===== src/design/gibs_pkg.sv =====
// ----------------------------------------------------------------------------
// gibs_pkg
// Shared types and constants for the greedy IoU box suppression core.
// ----------------------------------------------------------------------------
package gibs_pkg;

   localparam int CORNER_W = 18;   // Q12.5 corner with bias
   localparam int DIFF_W   = 17;   // corner difference
   localparam int AREA_W   = 34;   // product of two differences
   localparam int UNION_W  = 35;
   localparam int THR_W    = 9;
   localparam int PROD_W   = UNION_W + THR_W;
   localparam int SLOT_W   = 4;

   localparam logic [CORNER_W-1:0] CORNER_BIAS     = 18'h10000;
   localparam logic [THR_W-1:0]    THRESHOLD_RESET = 9'd128;

   typedef struct packed {
      logic [15:0] center_x;
      logic [15:0] center_y;
      logic [15:0] box_width;
      logic [15:0] box_height;
      logic        frame_start;
   } req_type;

   typedef struct packed {
      logic              kept;
      logic [SLOT_W-1:0] slot;
      logic              table_full;
   } rsp_type;

   // controller -> datapath
   typedef struct packed {
      logic load;     // capture the accepted box, clear the hit flag
      logic rd_en;    // read one kept slot into the compare pipe
      logic commit;   // store the current box in the table
   } cmd_type;

   // datapath -> controller
   typedef struct packed {
      logic busy;     // compare pipe still holds beats
      logic hit;      // some kept box overlapped beyond the threshold
   } status_type;

endpackage


===== src/design/greedy_iou_box_suppression_core.sv =====
// ----------------------------------------------------------------------------
// greedy_iou_box_suppression_core
// Greedy non-maximum suppression of score-sorted boxes by IoU threshold.
// ----------------------------------------------------------------------------
// Usage:
//   req_* carries one candidate box per beat (center, size in Q12.4, and
//   frame_start, which empties the kept table before the box is handled).
//   Boxes must arrive sorted by descending score.
//   rsp_* returns one beat per box: kept with its slot, or table_full when
//   the box survived but the table had no room, or all zero if suppressed.
//   csr_wr_en / csr_wr_data write the 9-bit IoU threshold (x256) when idle.
// Timing:
//   One box at a time: the kept table is swept with one read per kept box,
//   the compare pipe drains, and the response is registered on leaving the
//   decide state; the next box can be accepted in the cycle after. One
//   table read per cycle feeds a 5-stage compare pipe (min/max, areas,
//   union, threshold product, compare).
//   req_ready is high only between boxes.
// Reset: synchronous; table count goes to zero and the threshold to 128.
// Stall: the response is held in an output register until rsp_ready; the
//   next box may be accepted and swept meanwhile, and waits only to report.
// ----------------------------------------------------------------------------
module greedy_iou_box_suppression_core #(
   parameter int MAX_KEPT = 16
) (
   input  logic                              clock,
   input  logic                              reset,
   input  logic                              req_valid,
   output logic                              req_ready,
   input  gibs_pkg::req_type                 req_data,
   output logic                              rsp_valid,
   input  logic                              rsp_ready,
   output gibs_pkg::rsp_type                 rsp_data,
   input  logic                              csr_wr_en,
   input  logic [gibs_pkg::THR_W-1:0]        csr_wr_data
);

   localparam int AW = (MAX_KEPT > 1) ? $clog2(MAX_KEPT) : 1;

   gibs_pkg::cmd_type    cmd;
   gibs_pkg::status_type status;
   logic [AW-1:0]        rd_addr;
   logic [AW-1:0]        wr_addr;

   gibs_ctrl #(.MAX_KEPT(MAX_KEPT), .AW(AW)) u_ctrl (
      .clock       (clock),
      .reset       (reset),
      .req_valid   (req_valid),
      .req_ready   (req_ready),
      .frame_start (req_data.frame_start),
      .rsp_valid   (rsp_valid),
      .rsp_ready   (rsp_ready),
      .rsp_data    (rsp_data),
      .cmd         (cmd),
      .rd_addr     (rd_addr),
      .wr_addr     (wr_addr),
      .status      (status)
   );

   gibs_datapath #(.MAX_KEPT(MAX_KEPT), .AW(AW)) u_datapath (
      .clock       (clock),
      .reset       (reset),
      .req_data    (req_data),
      .csr_wr_en   (csr_wr_en),
      .csr_wr_data (csr_wr_data),
      .cmd         (cmd),
      .rd_addr     (rd_addr),
      .wr_addr     (wr_addr),
      .status      (status)
   );

endmodule


===== src/design/gibs_ram.sv =====
// ----------------------------------------------------------------------------
// gibs_ram
// Simple dual-port RAM: one write port, one read port with registered data.
// ----------------------------------------------------------------------------
module gibs_ram #(
   parameter int WIDTH = 36,
   parameter int DEPTH = 16
) (
   input  logic                                  clock,
   input  logic                                  wr_en,
   input  logic [(DEPTH > 1 ? $clog2(DEPTH) : 1)-1:0] wr_addr,
   input  logic [WIDTH-1:0]                      wr_data,
   input  logic                                  rd_en,
   input  logic [(DEPTH > 1 ? $clog2(DEPTH) : 1)-1:0] rd_addr,
   output logic [WIDTH-1:0]                      rd_data
);

   logic [WIDTH-1:0] mem_ff [DEPTH];
   logic [WIDTH-1:0] rd_data_ff;

   always_ff @(posedge clock) begin
      if (wr_en) begin
         mem_ff[wr_addr] <= wr_data;
      end
      if (rd_en) begin
         rd_data_ff <= mem_ff[rd_addr];
      end
   end

   assign rd_data = rd_data_ff;

endmodule


===== src/design/gibs_datapath.sv =====
// ----------------------------------------------------------------------------
// gibs_datapath
// Corner conversion, kept-box table and the pipelined IoU compare.
// ----------------------------------------------------------------------------
module gibs_datapath #(
   parameter int MAX_KEPT = 16,
   parameter int AW       = 4
) (
   input  logic                          clock,
   input  logic                          reset,
   input  gibs_pkg::req_type             req_data,
   input  logic                          csr_wr_en,
   input  logic [gibs_pkg::THR_W-1:0]    csr_wr_data,
   input  gibs_pkg::cmd_type             cmd,
   input  logic [AW-1:0]                 rd_addr,
   input  logic [AW-1:0]                 wr_addr,
   output gibs_pkg::status_type          status
);

   localparam int CW = gibs_pkg::CORNER_W;
   localparam int DW = gibs_pkg::DIFF_W;
   localparam int AR = gibs_pkg::AREA_W;
   localparam int UW = gibs_pkg::UNION_W;
   localparam int PW = gibs_pkg::PROD_W;

   logic [gibs_pkg::THR_W-1:0] thr_ff;

   // current box
   logic [CW-1:0] left_ff, right_ff, top_ff, bottom_ff;
   logic [AR-1:0] area_new_ff;
   logic [CW-1:0] left_in, right_in, top_in, bottom_in;
   logic [AR-1:0] area_new_in;

   // table read data
   logic [2*CW-1:0] horz_rd, vert_rd;
   logic [CW-1:0]   kl, kr, kt, kb;

   // pipe
   logic          v1_ff, v2_ff, v3_ff, v4_ff, v5_ff;
   logic          ov2_ff, ov3_ff, ov4_ff, ov5_ff;
   logic [DW-1:0] dx_ff, dy_ff, kdx_ff, kdy_ff;
   logic [AR-1:0] inter3_ff, akept3_ff, inter4_ff, inter5_ff;
   logic [UW-1:0] uni4_ff;
   logic [PW-1:0] prod5_ff;
   logic          hit_ff;

   logic [CW-1:0] il, ir, it, ib;
   logic          ov_in;
   logic [CW-1:0] dx_full, dy_full, kdx_full, kdy_full;
   logic [PW-1:0] inter_scaled;

   always_comb begin
      left_in   = {1'b0, req_data.center_x, 1'b0} + gibs_pkg::CORNER_BIAS
                  - {2'b00, req_data.box_width};
      right_in  = {1'b0, req_data.center_x, 1'b0} + gibs_pkg::CORNER_BIAS
                  + {2'b00, req_data.box_width};
      top_in    = {1'b0, req_data.center_y, 1'b0} + gibs_pkg::CORNER_BIAS
                  - {2'b00, req_data.box_height};
      bottom_in = {1'b0, req_data.center_y, 1'b0} + gibs_pkg::CORNER_BIAS
                  + {2'b00, req_data.box_height};
      // (2w)*(2h)
      area_new_in = {(AR-2)'(req_data.box_width * req_data.box_height), 2'b00};
   end

   gibs_ram #(.WIDTH(2*CW), .DEPTH(MAX_KEPT)) u_horz (
      .clock   (clock),
      .wr_en   (cmd.commit),
      .wr_addr (wr_addr),
      .wr_data ({right_ff, left_ff}),
      .rd_en   (cmd.rd_en),
      .rd_addr (rd_addr),
      .rd_data (horz_rd)
   );

   gibs_ram #(.WIDTH(2*CW), .DEPTH(MAX_KEPT)) u_vert (
      .clock   (clock),
      .wr_en   (cmd.commit),
      .wr_addr (wr_addr),
      .wr_data ({bottom_ff, top_ff}),
      .rd_en   (cmd.rd_en),
      .rd_addr (rd_addr),
      .rd_data (vert_rd)
   );

   assign kl = horz_rd[CW-1:0];
   assign kr = horz_rd[2*CW-1:CW];
   assign kt = vert_rd[CW-1:0];
   assign kb = vert_rd[2*CW-1:CW];

   always_comb begin
      il       = (left_ff   > kl) ? left_ff   : kl;
      ir       = (right_ff  < kr) ? right_ff  : kr;
      it       = (top_ff    > kt) ? top_ff    : kt;
      ib       = (bottom_ff < kb) ? bottom_ff : kb;
      ov_in    = (il < ir) && (it < ib);
      dx_full  = ir - il;
      dy_full  = ib - it;
      kdx_full = kr - kl;
      kdy_full = kb - kt;
      inter_scaled = PW'({inter5_ff, 8'h00});
   end

   always_ff @(posedge clock) begin
      if (reset) begin
         thr_ff <= gibs_pkg::THRESHOLD_RESET;
         v1_ff  <= 1'b0;
         v2_ff  <= 1'b0;
         v3_ff  <= 1'b0;
         v4_ff  <= 1'b0;
         v5_ff  <= 1'b0;
         hit_ff <= 1'b0;
      end else begin
         if (csr_wr_en) begin
            thr_ff <= csr_wr_data;
         end
         v1_ff <= cmd.rd_en;
         v2_ff <= v1_ff;
         v3_ff <= v2_ff;
         v4_ff <= v3_ff;
         v5_ff <= v4_ff;
         if (cmd.load) begin
            hit_ff <= 1'b0;
         end else if (v5_ff && ov5_ff && (inter_scaled > prod5_ff)) begin
            hit_ff <= 1'b1;
         end
      end
   end

   // payload registers
   always_ff @(posedge clock) begin
      if (cmd.load) begin
         left_ff     <= left_in;
         right_ff    <= right_in;
         top_ff      <= top_in;
         bottom_ff   <= bottom_in;
         area_new_ff <= area_new_in;
      end
      // stage 2: overlap flag, intersection and kept-box sizes
      ov2_ff <= ov_in;
      dx_ff  <= dx_full[DW-1:0];
      dy_ff  <= dy_full[DW-1:0];
      kdx_ff <= kdx_full[DW-1:0];
      kdy_ff <= kdy_full[DW-1:0];
      // stage 3: areas
      ov3_ff    <= ov2_ff;
      inter3_ff <= dx_ff * dy_ff;
      akept3_ff <= kdx_ff * kdy_ff;
      // stage 4: union
      ov4_ff    <= ov3_ff;
      inter4_ff <= inter3_ff;
      uni4_ff   <= UW'(area_new_ff) + UW'(akept3_ff) - UW'(inter3_ff);
      // stage 5: threshold times union
      ov5_ff    <= ov4_ff;
      inter5_ff <= inter4_ff;
      prod5_ff  <= thr_ff * uni4_ff;
   end

   assign status.busy = v1_ff | v2_ff | v3_ff | v4_ff | v5_ff;
   assign status.hit  = hit_ff;

endmodule


===== src/design/gibs_ctrl.sv =====
// ----------------------------------------------------------------------------
// gibs_ctrl
// Sequencer: accepts a box, sweeps the kept table, decides and reports.
// ----------------------------------------------------------------------------
module gibs_ctrl #(
   parameter int MAX_KEPT = 16,
   parameter int AW       = 4
) (
   input  logic                  clock,
   input  logic                  reset,
   input  logic                  req_valid,
   output logic                  req_ready,
   input  logic                  frame_start,
   output logic                  rsp_valid,
   input  logic                  rsp_ready,
   output gibs_pkg::rsp_type     rsp_data,
   output gibs_pkg::cmd_type     cmd,
   output logic [AW-1:0]         rd_addr,
   output logic [AW-1:0]         wr_addr,
   input  gibs_pkg::status_type  status
);

   localparam int CNT_W = $clog2(MAX_KEPT + 1);

   typedef enum logic [1:0] {
      ST_IDLE,
      ST_SWEEP,
      ST_DRAIN,
      ST_DECIDE
   } state_type;

   state_type         state_ff, state_in;
   logic [CNT_W-1:0]  count_ff, count_in;
   logic [CNT_W-1:0]  idx_ff, idx_in;
   logic              rsp_valid_ff, rsp_valid_in;
   gibs_pkg::rsp_type rsp_data_ff, rsp_data_in;
   logic              out_free;
   logic              has_room;

   assign out_free = !rsp_valid_ff || rsp_ready;
   assign has_room = count_ff < CNT_W'(MAX_KEPT);

   always_comb begin
      state_in     = state_ff;
      count_in     = count_ff;
      idx_in       = idx_ff;
      rsp_valid_in = rsp_valid_ff && !rsp_ready;
      rsp_data_in  = rsp_data_ff;
      cmd          = '0;
      case (state_ff)
         ST_IDLE: begin
            if (req_valid) begin
               cmd.load = 1'b1;
               idx_in   = '0;
               if (frame_start) begin
                  count_in = '0;
               end
               state_in = ST_SWEEP;
            end
         end
         ST_SWEEP: begin
            if (idx_ff < count_ff) begin
               cmd.rd_en = 1'b1;
               idx_in    = idx_ff + 1'b1;
            end else begin
               state_in = ST_DRAIN;
            end
         end
         ST_DRAIN: begin
            if (!status.busy) begin
               state_in = ST_DECIDE;
            end
         end
         ST_DECIDE: begin
            if (out_free) begin
               rsp_valid_in = 1'b1;
               rsp_data_in  = '0;
               if (!status.hit) begin
                  if (has_room) begin
                     cmd.commit       = 1'b1;
                     rsp_data_in.kept = 1'b1;
                     rsp_data_in.slot = gibs_pkg::SLOT_W'(count_ff);
                     count_in         = count_ff + 1'b1;
                  end else begin
                     rsp_data_in.table_full = 1'b1;
                  end
               end
               state_in = ST_IDLE;
            end
         end
         default: begin
            state_in = ST_IDLE;
         end
      endcase
   end

   always_ff @(posedge clock) begin
      if (reset) begin
         state_ff     <= ST_IDLE;
         count_ff     <= '0;
         idx_ff       <= '0;
         rsp_valid_ff <= 1'b0;
      end else begin
         state_ff     <= state_in;
         count_ff     <= count_in;
         idx_ff       <= idx_in;
         rsp_valid_ff <= rsp_valid_in;
      end
      rsp_data_ff <= rsp_data_in;
   end

   assign req_ready = (state_ff == ST_IDLE);
   assign rsp_valid = rsp_valid_ff;
   assign rsp_data  = rsp_data_ff;
   assign rd_addr   = idx_ff[AW-1:0];
   assign wr_addr   = count_ff[AW-1:0];

endmodule


===== config.mk =====
export PLATFORM = sky130hd
export DESIGN_NAME = greedy_iou_box_suppression_core
export DESIGN_NICKNAME = d
export VERILOG_FILES = /design/src/design/gibs_pkg.sv /design/src/design/greedy_iou_box_suppression_core.sv /design/src/design/gibs_ram.sv /design/src/design/gibs_datapath.sv /design/src/design/gibs_ctrl.sv
export SDC_FILE = /design/constraint.sdc
export NUM_CORES = 2
export LEC_CHECK = 0
export BUFFER_PORTS_ARGS = -buffer_cell sky130_fd_sc_hd__buf_2
export CAP_MARGIN = 20
export CORE_MARGIN = 3
export CORE_UTILIZATION = 64
export DETAILED_ROUTE_END_ITERATION = 8
export PLACE_DENSITY = 0.8
export SETUP_SLACK_MARGIN = 0.2
export SYNTH_ARGS = -nofsm -noshare
export SYNTH_HDL_FRONTEND = slang
export SYNTH_SLANG_ARGS = --single-unit

===== constraint.sdc =====
create_clock -name clock -period 16.2 [get_ports clock]
set_input_delay 0.81 -clock clock [delete_from_list [all_inputs] [get_ports clock]]
set_output_delay 0.81 -clock clock [all_outputs]
set_load 0.02 [all_outputs]

* After elaboration in Yosys (flattened, before gate mapping)
Memories as Yosys holds them, arrays and structs flattened. A register that Yosys moved wholly into a read port is not among the register bits.
Cells that the tools add are included.
** Cells by class
- $mul :: 4
- Magnitude comparators :: 9
- Bitwise logic cells :: 5
- Reduce and logical (&&, ||, !) cells :: 16
- Multiplexer cells :: 32
- Equal/unequal tests :: 11
- Add/sub/neg operators :: 14
** Operator list (count)
- less-than comparator 18 bit :: 4
- two-way mux 18 bit :: 4
- multiplier 17 x 17 -> 34 bit :: 2
- subtractor 17 bit :: 4
- greater-than comparator 42 x 44 -> 1 bit :: 1
- multiplier 9 x 35 -> 44 bit :: 1
- two-way mux 5 bit :: 8
- adder 17 x 17 -> 18 bit, second input constant :: 2
- adder 18 x 16 -> 18 bit :: 2
- greater-than comparator 18 bit :: 2
- subtractor 18 x 16 -> 18 bit :: 2
- adder 34 x 34 -> 35 bit :: 1
- subtractor 35 x 34 -> 35 bit :: 1
- multiplier 16 x 16 -> 32 bit :: 1
- case mux 5 bit (2 select lines) :: 2
- two-way mux 1 bit :: 13
- adder 5 x 1 -> 5 bit, second input constant :: 2
- two-way mux 2 bit :: 4
- inequality test 2 x 1 -> 1 bit, second input constant :: 4
- inequality test 2 bit, second input constant :: 4
- case mux 2 bit (4 select lines) :: 1
- AND reduction 6 bit :: 1
- less-than comparator 5 bit :: 1
- less-than comparator 5 bit, second input constant :: 1
- 13 further kinds :: 23
** Storage, ports and cells
- Memories :: 2
- Register bits after elaboration :: 425
- Bits in writable memories :: 1152
** Memories
- u_datapath.u_horz.mem_ff :: words 16, bits a word 36, read ports 1, clocked after Yosys merged registers in 1, wr ports 1, line gibs_ram.sv:18 : logic [WIDTH-1:0] mem_ff [DEPTH];
- u_datapath.u_vert.mem_ff :: words 16, bits a word 36, read ports 1, clocked after Yosys merged registers in 1, wr ports 1, line gibs_ram.sv:18

* Depth between registers and ports, before layout
- Word-level depth :: 7
- Mapped depth :: 24
- Gate-level depth less buffers :: 23

* By module
A second synthesis with hierarchy kept.
** Second synthesis, totals
- Cells, all modules :: 8539
- Area, all modules :: 105781.5 um2
** By module, submodules not included
- gibs_datapath :: area each 59309.4 um2, instances 1, seq. area each 9108.7 um2, cells each 6548
- gibs_ram (u_datapath.u_vert) :: area each 22680.5 um2, instances 1, seq. area each 18377.6 um2, cells each 938
- gibs_ram (u_datapath.u_horz) :: area each 22679.3 um2, instances 1, seq. area each 18377.6 um2, cells each 938
- gibs_ctrl :: area each 1112.3 um2, instances 1, seq. area each 440.4 um2, cells each 115

* Worst setup path after synthesis
No wires, ideal clock.
- Path kind :: in2reg
- Start point :: input port req_data[27] (netlist bit)
- End point :: register u_datapath.area_new_ff[31] (data pin)
- Arrival :: 6376 ps
- Setup time :: 261 ps
- Required time :: 15939 ps
- Cell stages on the path :: 23
- Setup slack :: 9563 ps
- Path through :: clkbuf_1 -> clkinv_1 -> nor2_1 -> fa_1 -> inv_1 -> fa_1 -> fa_1 -> inv_1 -> fa_1 -> fa_1 -> inv_1 -> fa_1 -> inv_1 -> ha_1 -> nand2_1 -> o21a_1 -> and2_1 -> a221oi_2 -> a21boi_1 -> o21ai_1 -> a41o_1 -> nor4_1 -> a311o_1
** On the way
- Longest elaborated chain between the ends :: 1
** Ends and longest elaborated chain
- start: declaration :: line greedy_iou_box_suppression_core.sv:30 : input gibs_pkg::req_type req_data,
- multiplier 16 x 16 -> 32 bit :: line gibs_datapath.sv:62 : area_new_in = {(AR-2)'(req_data.box_width * req_data.box_height), 2'b00};
- named net u_datapath.area_new_in[31] :: line gibs_datapath.sv:32 : logic [AR-1:0] area_new_in;
- end signal: assignment :: line gibs_datapath.sv:136 : area_new_ff <= area_new_in;
- end: declaration :: line gibs_datapath.sv:30 : logic [AR-1:0] area_new_ff;
The timed path passes the listed nets, and every way through them passes these cells.
A chain may end at the register's enable or synchronous reset.

* Worst setup path after layout
- Start point :: register u_datapath.dx_ff[10]
- End point :: register u_datapath.inter3_ff[27]
** On the way
- Longest elaborated chain between the ends :: 1
** Ends and longest elaborated chain
- start: declaration :: line gibs_datapath.sv:41 : logic [DW-1:0] dx_ff, dy_ff, kdx_ff, kdy_ff;
- start signal: assignment :: line gibs_datapath.sv:140 : dx_ff <= dx_full[DW-1:0];
- multiplier 17 x 17 -> 34 bit :: line gibs_datapath.sv:146 : inter3_ff <= dx_ff * dy_ff;
- end signal: assignment :: line gibs_datapath.sv:146
- end: declaration :: line gibs_datapath.sv:42 : logic [AR-1:0] inter3_ff, akept3_ff, inter4_ff, inter5_ff;
No other way between the ends.

==> metrics.md <==
| Metric | Value |
|---|---|
| Number of buffers inserted by post-CTS setup repair | `0` |
| Nature of the critical path startpoint | `flop` |
| Router iterations before antenna repair | `9` |
| Cells resized by post-CTS repair | `0` |
| H-tree depth | `4` |
| Count of max-cap constraint violations | `0` |
| Largest fanout of any net on the critical path | `17` |
| Total core area | `159,000 um2` |
| Path type of the worst setup path | `flop to flop` |
| Main combinational cell family by area after synthesis | `adder cells` |
| Area share of xor/xnor cells in the synthesized design | `2.12%` |
| Vias in the first global route | `69,600` |
| Number of buffers added by the clock tree synthesis step | `158` |
| Die Ht | `408 um` |
| Share of the clock period used by the worst path | `42.2%` |
| CTS Buffer Depth | `3` |
| RSZ-0062 raised after global routing | `false` |
| Total global-route track usage | `34.4%` |
| Sequential area share after synthesis | `43.7%` |
| GRT overflow | `0` |
| Worst-case hold path end point | `u_datapath.thr_ff[7]` |
| Final routed wirelength across all metal layers | `280,000 um` |
| Number of primary I/O pins | `87` |
| Yosys cell types | `87` |
| Max-slew violation count | `0` |
| Min Tclk post-route | `6830 ps` |
| Worst reg2reg path depth | `20` |
| Root buf cell | `sky130_fd_sc_hd__clkbuf_16` |
| Mux share of post-synthesis cell area | `9.15%` |
| Core Rows | `146` |
| Antenna Violating Nets Remaining | `0` |
| Post-synthesis async set-or-reset flop share | `0%` |
| Die width | `408 um` |
| Hold path depth | `2` |
| Clock input transition at the sequential cells of the worst setup and hold paths | `60 ps` |
| Hold Fails Final Rpt | `0` |
| Top library cells by usage in the layout, fill and taps aside | `1,332 x sky130_fd_sc_hd__inv_1, 1,298 x sky130_fd_sc_hd__edfxtp_1, 897 x sky130_fd_sc_hd__fa_1, 754 x sky130_fd_sc_hd__nand2_1, 696 x sky130_fd_sc_hd__ha_1` |
| Synth Area per Inst | `12.6 um2` |
| Last weighted congestion value of the routability-driven placer | `0.960` |
| Die Area | `167,000 um2` |
| Status | `complete, no violations` |
| Number of instances in the synthesized netlist | `8,205` |
| Via count of the routed design | `66,500` |
| Synth Area in Simple Gates | `8.18%` |
| Hold Path Class | `primary input to flop` |
| Complex-gate fraction of the synthesized area | `5.15%` |
| Most common library cell in the layout ignoring fill and taps | `sky130_fd_sc_hd__inv_1` |
| Setup violators final | `0` |
| Starting utilization of the core area | `64.9%` |
| CTS tree | `done` |
| Global-route wire length before repair | `429,000 um` |
| Number of input and output port buffers inserted | `86` |
| Setup slack on the worst flop-to-flop path | `9370 ps` |
| Remaining max-slew budget at the tightest pin | `21.5%` |
| Adder-cell share of the synthesized area | `25.8%` |
| Initial antenna violation count | `17` |
| Proportion of layout cells with a drive suffix above 1 | `10.2%` |
| Accumulated negative setup slack | `0 ps` |
| Signal arrival time at the worst endpoint | `7520 ps` |
| Post-synthesis to final-layout area growth | `7.90%` |
| Routed wirelength normalized by instance count | `26.6 um` |
| Critical R2R Capture | `u_datapath.inter3_ff[27]` |
| Seq cells post-synth | `1,608` |
| Hold Buf Count CTS | `0` |
| Mapped cell area | `103,000 um2` |
| Hold path startpoint | `csr_wr_data[7]` |
| Maximum frequency from static timing analysis | `146 MHz` |
| Main synth FF type | `sky130_fd_sc_hd__edfxtp_1` |
| Number of flops mapped to enable cells by yosys | `1,298` |
| Nature of the critical path endpoint | `flop` |
| HPWL Detailed | `186,000 um` |
| Pin count of the biggest net entering global routing | `145` |
| Number of DRC violations after detailed-routing iteration 0 | `7,982` |
| Startpoint of the lowest-slack register-to-register path | `u_datapath.dx_ff[10]` |
| Clock latency on the worst-skew pair | `840 ps` |
| Routed via count divided by cell count | `6.32` |
| Slew at the pin with the worst max-slew slack | `1180 ps` |
| Post-route DRC violation count | `0` |
| Setup clock skew after layout | `76.2 ps` |
| Crit path required time | `16,890 ps` |
| Count of warnings emitted by yosys | `0` |
| Number of clock sinks | `1,608` |
| Timing startpoint of the critical path | `u_datapath.dx_ff[10]` |
| Nets@finish | `9,917` |
==> synth_stat cells, drive strengths merged, types with 8 or more instances <==
cell type,instances,area share [%]
a221oi,10,0.10
a311oi,8,0.068
nand3,51,0.25
fa,897,17
edfxtp,1298,38
buf,50,0.19
nand2,754,2.7
o31ai,8,0.063
a21o,149,1.1
and2,410,2.5
mux2,68,0.74
o21a,36,0.26
o21bai,27,0.20
clkbuf,247,0.90
xnor2,182,1.5
a31oi,21,0.13
o41ai,9,0.083
a21boi,15,0.11
inv,1337,4.9
xor2,68,0.58
dfxtp,310,6.0
nor2,319,1.2
nand2b,33,0.20
nor4,9,0.054
nand4,36,0.22
ha,696,8.4
a2111oi,9,0.096
mux2i,82,0.79
a211o,8,0.068
o21ai,152,0.74
o211ai,16,0.12
or2,10,0.060
or3,13,0.079
nor2b,49,0.30
nor3,58,0.28
mux4,350,7.6
and3,26,0.16
a211oi,37,0.27
a21oi,248,1.2
==> kinds of logic after synthesis <==
| kind of cell | after synthesis |
|---|---|
| XOR/XNOR | 250 |
| adder cells (fa/ha/maj) | 1593 |
| multiplexers | 500 |
| buffers and inverters | 1640 |
| AO/OA/AOI/OAI | 817 |
| flip-flops | 1608 |
| other | 2 |
| AND/OR/NAND/NOR | 1795 |
==> worst max path at each step <==
stage          depth (start not counted)                    endpoint
2_1_floorplan                         23  u_datapath.area_new_ff[31]
3_3_place_gp                          23  u_datapath.area_new_ff[31]
3_5_place_dp                          23  u_datapath.area_new_ff[31]
4_1_cts                               20    u_datapath.inter3_ff[27]
5_1_grt                               20    u_datapath.inter3_ff[32]
6_report                              20    u_datapath.inter3_ff[27]
==> metrics by stage <==
| stage | cells | hold slack, ps | worst slack, ps | utilization (%) | instance area (um2) |
|---|---|---|---|---|---|
| 2_1_floorplan | 8222 | 310 | 9560 | - | 104000 |
| 3_3_place_gp | 10200 | 311 | 8960 | 66.6 | 106000 |
| 3_5_place_dp | 10200 | 312 | 8970 | 66.6 | 106000 |
| 4_1_cts | 10500 | 162 | 9460 | 70.0 | 112000 |
| 5_1_grt | 10500 | 200 | 9010 | 70.0 | 112000 |
| 6_report | 10500 | 215 | 9370 | 70.0 | 112000 |
==> worst max-delay path: stages (launching register included) <==
cell and delay, ps:
sky130_fd_sc_hd__dfxtp_1 960, sky130_fd_sc_hd__nand2_1 180, sky130_fd_sc_hd__fa_1 560, sky130_fd_sc_hd__fa_1 570, sky130_fd_sc_hd__fa_1 450, sky130_fd_sc_hd__fa_1 540
sky130_fd_sc_hd__inv_1 50, sky130_fd_sc_hd__fa_1 470, sky130_fd_sc_hd__inv_1 50, sky130_fd_sc_hd__fa_1 470, sky130_fd_sc_hd__inv_1 40, sky130_fd_sc_hd__ha_1 360
sky130_fd_sc_hd__a21oi_1 200, sky130_fd_sc_hd__o211ai_1 120, sky130_fd_sc_hd__o211a_1 180, sky130_fd_sc_hd__a2111oi_4 410, sky130_fd_sc_hd__nor2_2 100, sky130_fd_sc_hd__a21o_1 220
sky130_fd_sc_hd__a21o_1 250, sky130_fd_sc_hd__a311o_1 360, sky130_fd_sc_hd__a21o_1 170
==> state kept, by name, indices dropped and copies added, names as in the netlist, 35 cells and up <==
name	flops
u_datapath.prod5_ff	44
u_datapath.u_horz.mem_ff	560
u_datapath.u_horz.rd_data	35
u_datapath.u_vert.mem_ff	560
u_datapath.u_vert.rd_data	35
==> area by class of cell <==
type | count | area, um2
Inverter | 1343 | 5040
Clock inverter | 89 | 1090
Tap cell | 2146 | 2690
Antenna cell | 7 | 17.5
Sequential cell | 1608 | 45200
Fill cell | 10300 | 47800
Multi-Input combinational cell | 4974 | 52300
Clock buffer | 201 | 4230
Timing Repair Buffer | 160 | 1050
==> routing by layer <==
layer | vias to the layer above | part of all wire (%) | GRT usage (%)
met5 | - | 0.020 | 0
met4 | 8 | 5.7 | 17.1
met3 | 841 | 11 | 7.97
met2 | 4541 | 47 | 54.1
met1 | 33400 | 36 | 45.4
li1 | 27800 | - | -
Power is not shown: default switching activity piles up to over one toggle a cycle in this logic, so the estimate is an artifact.
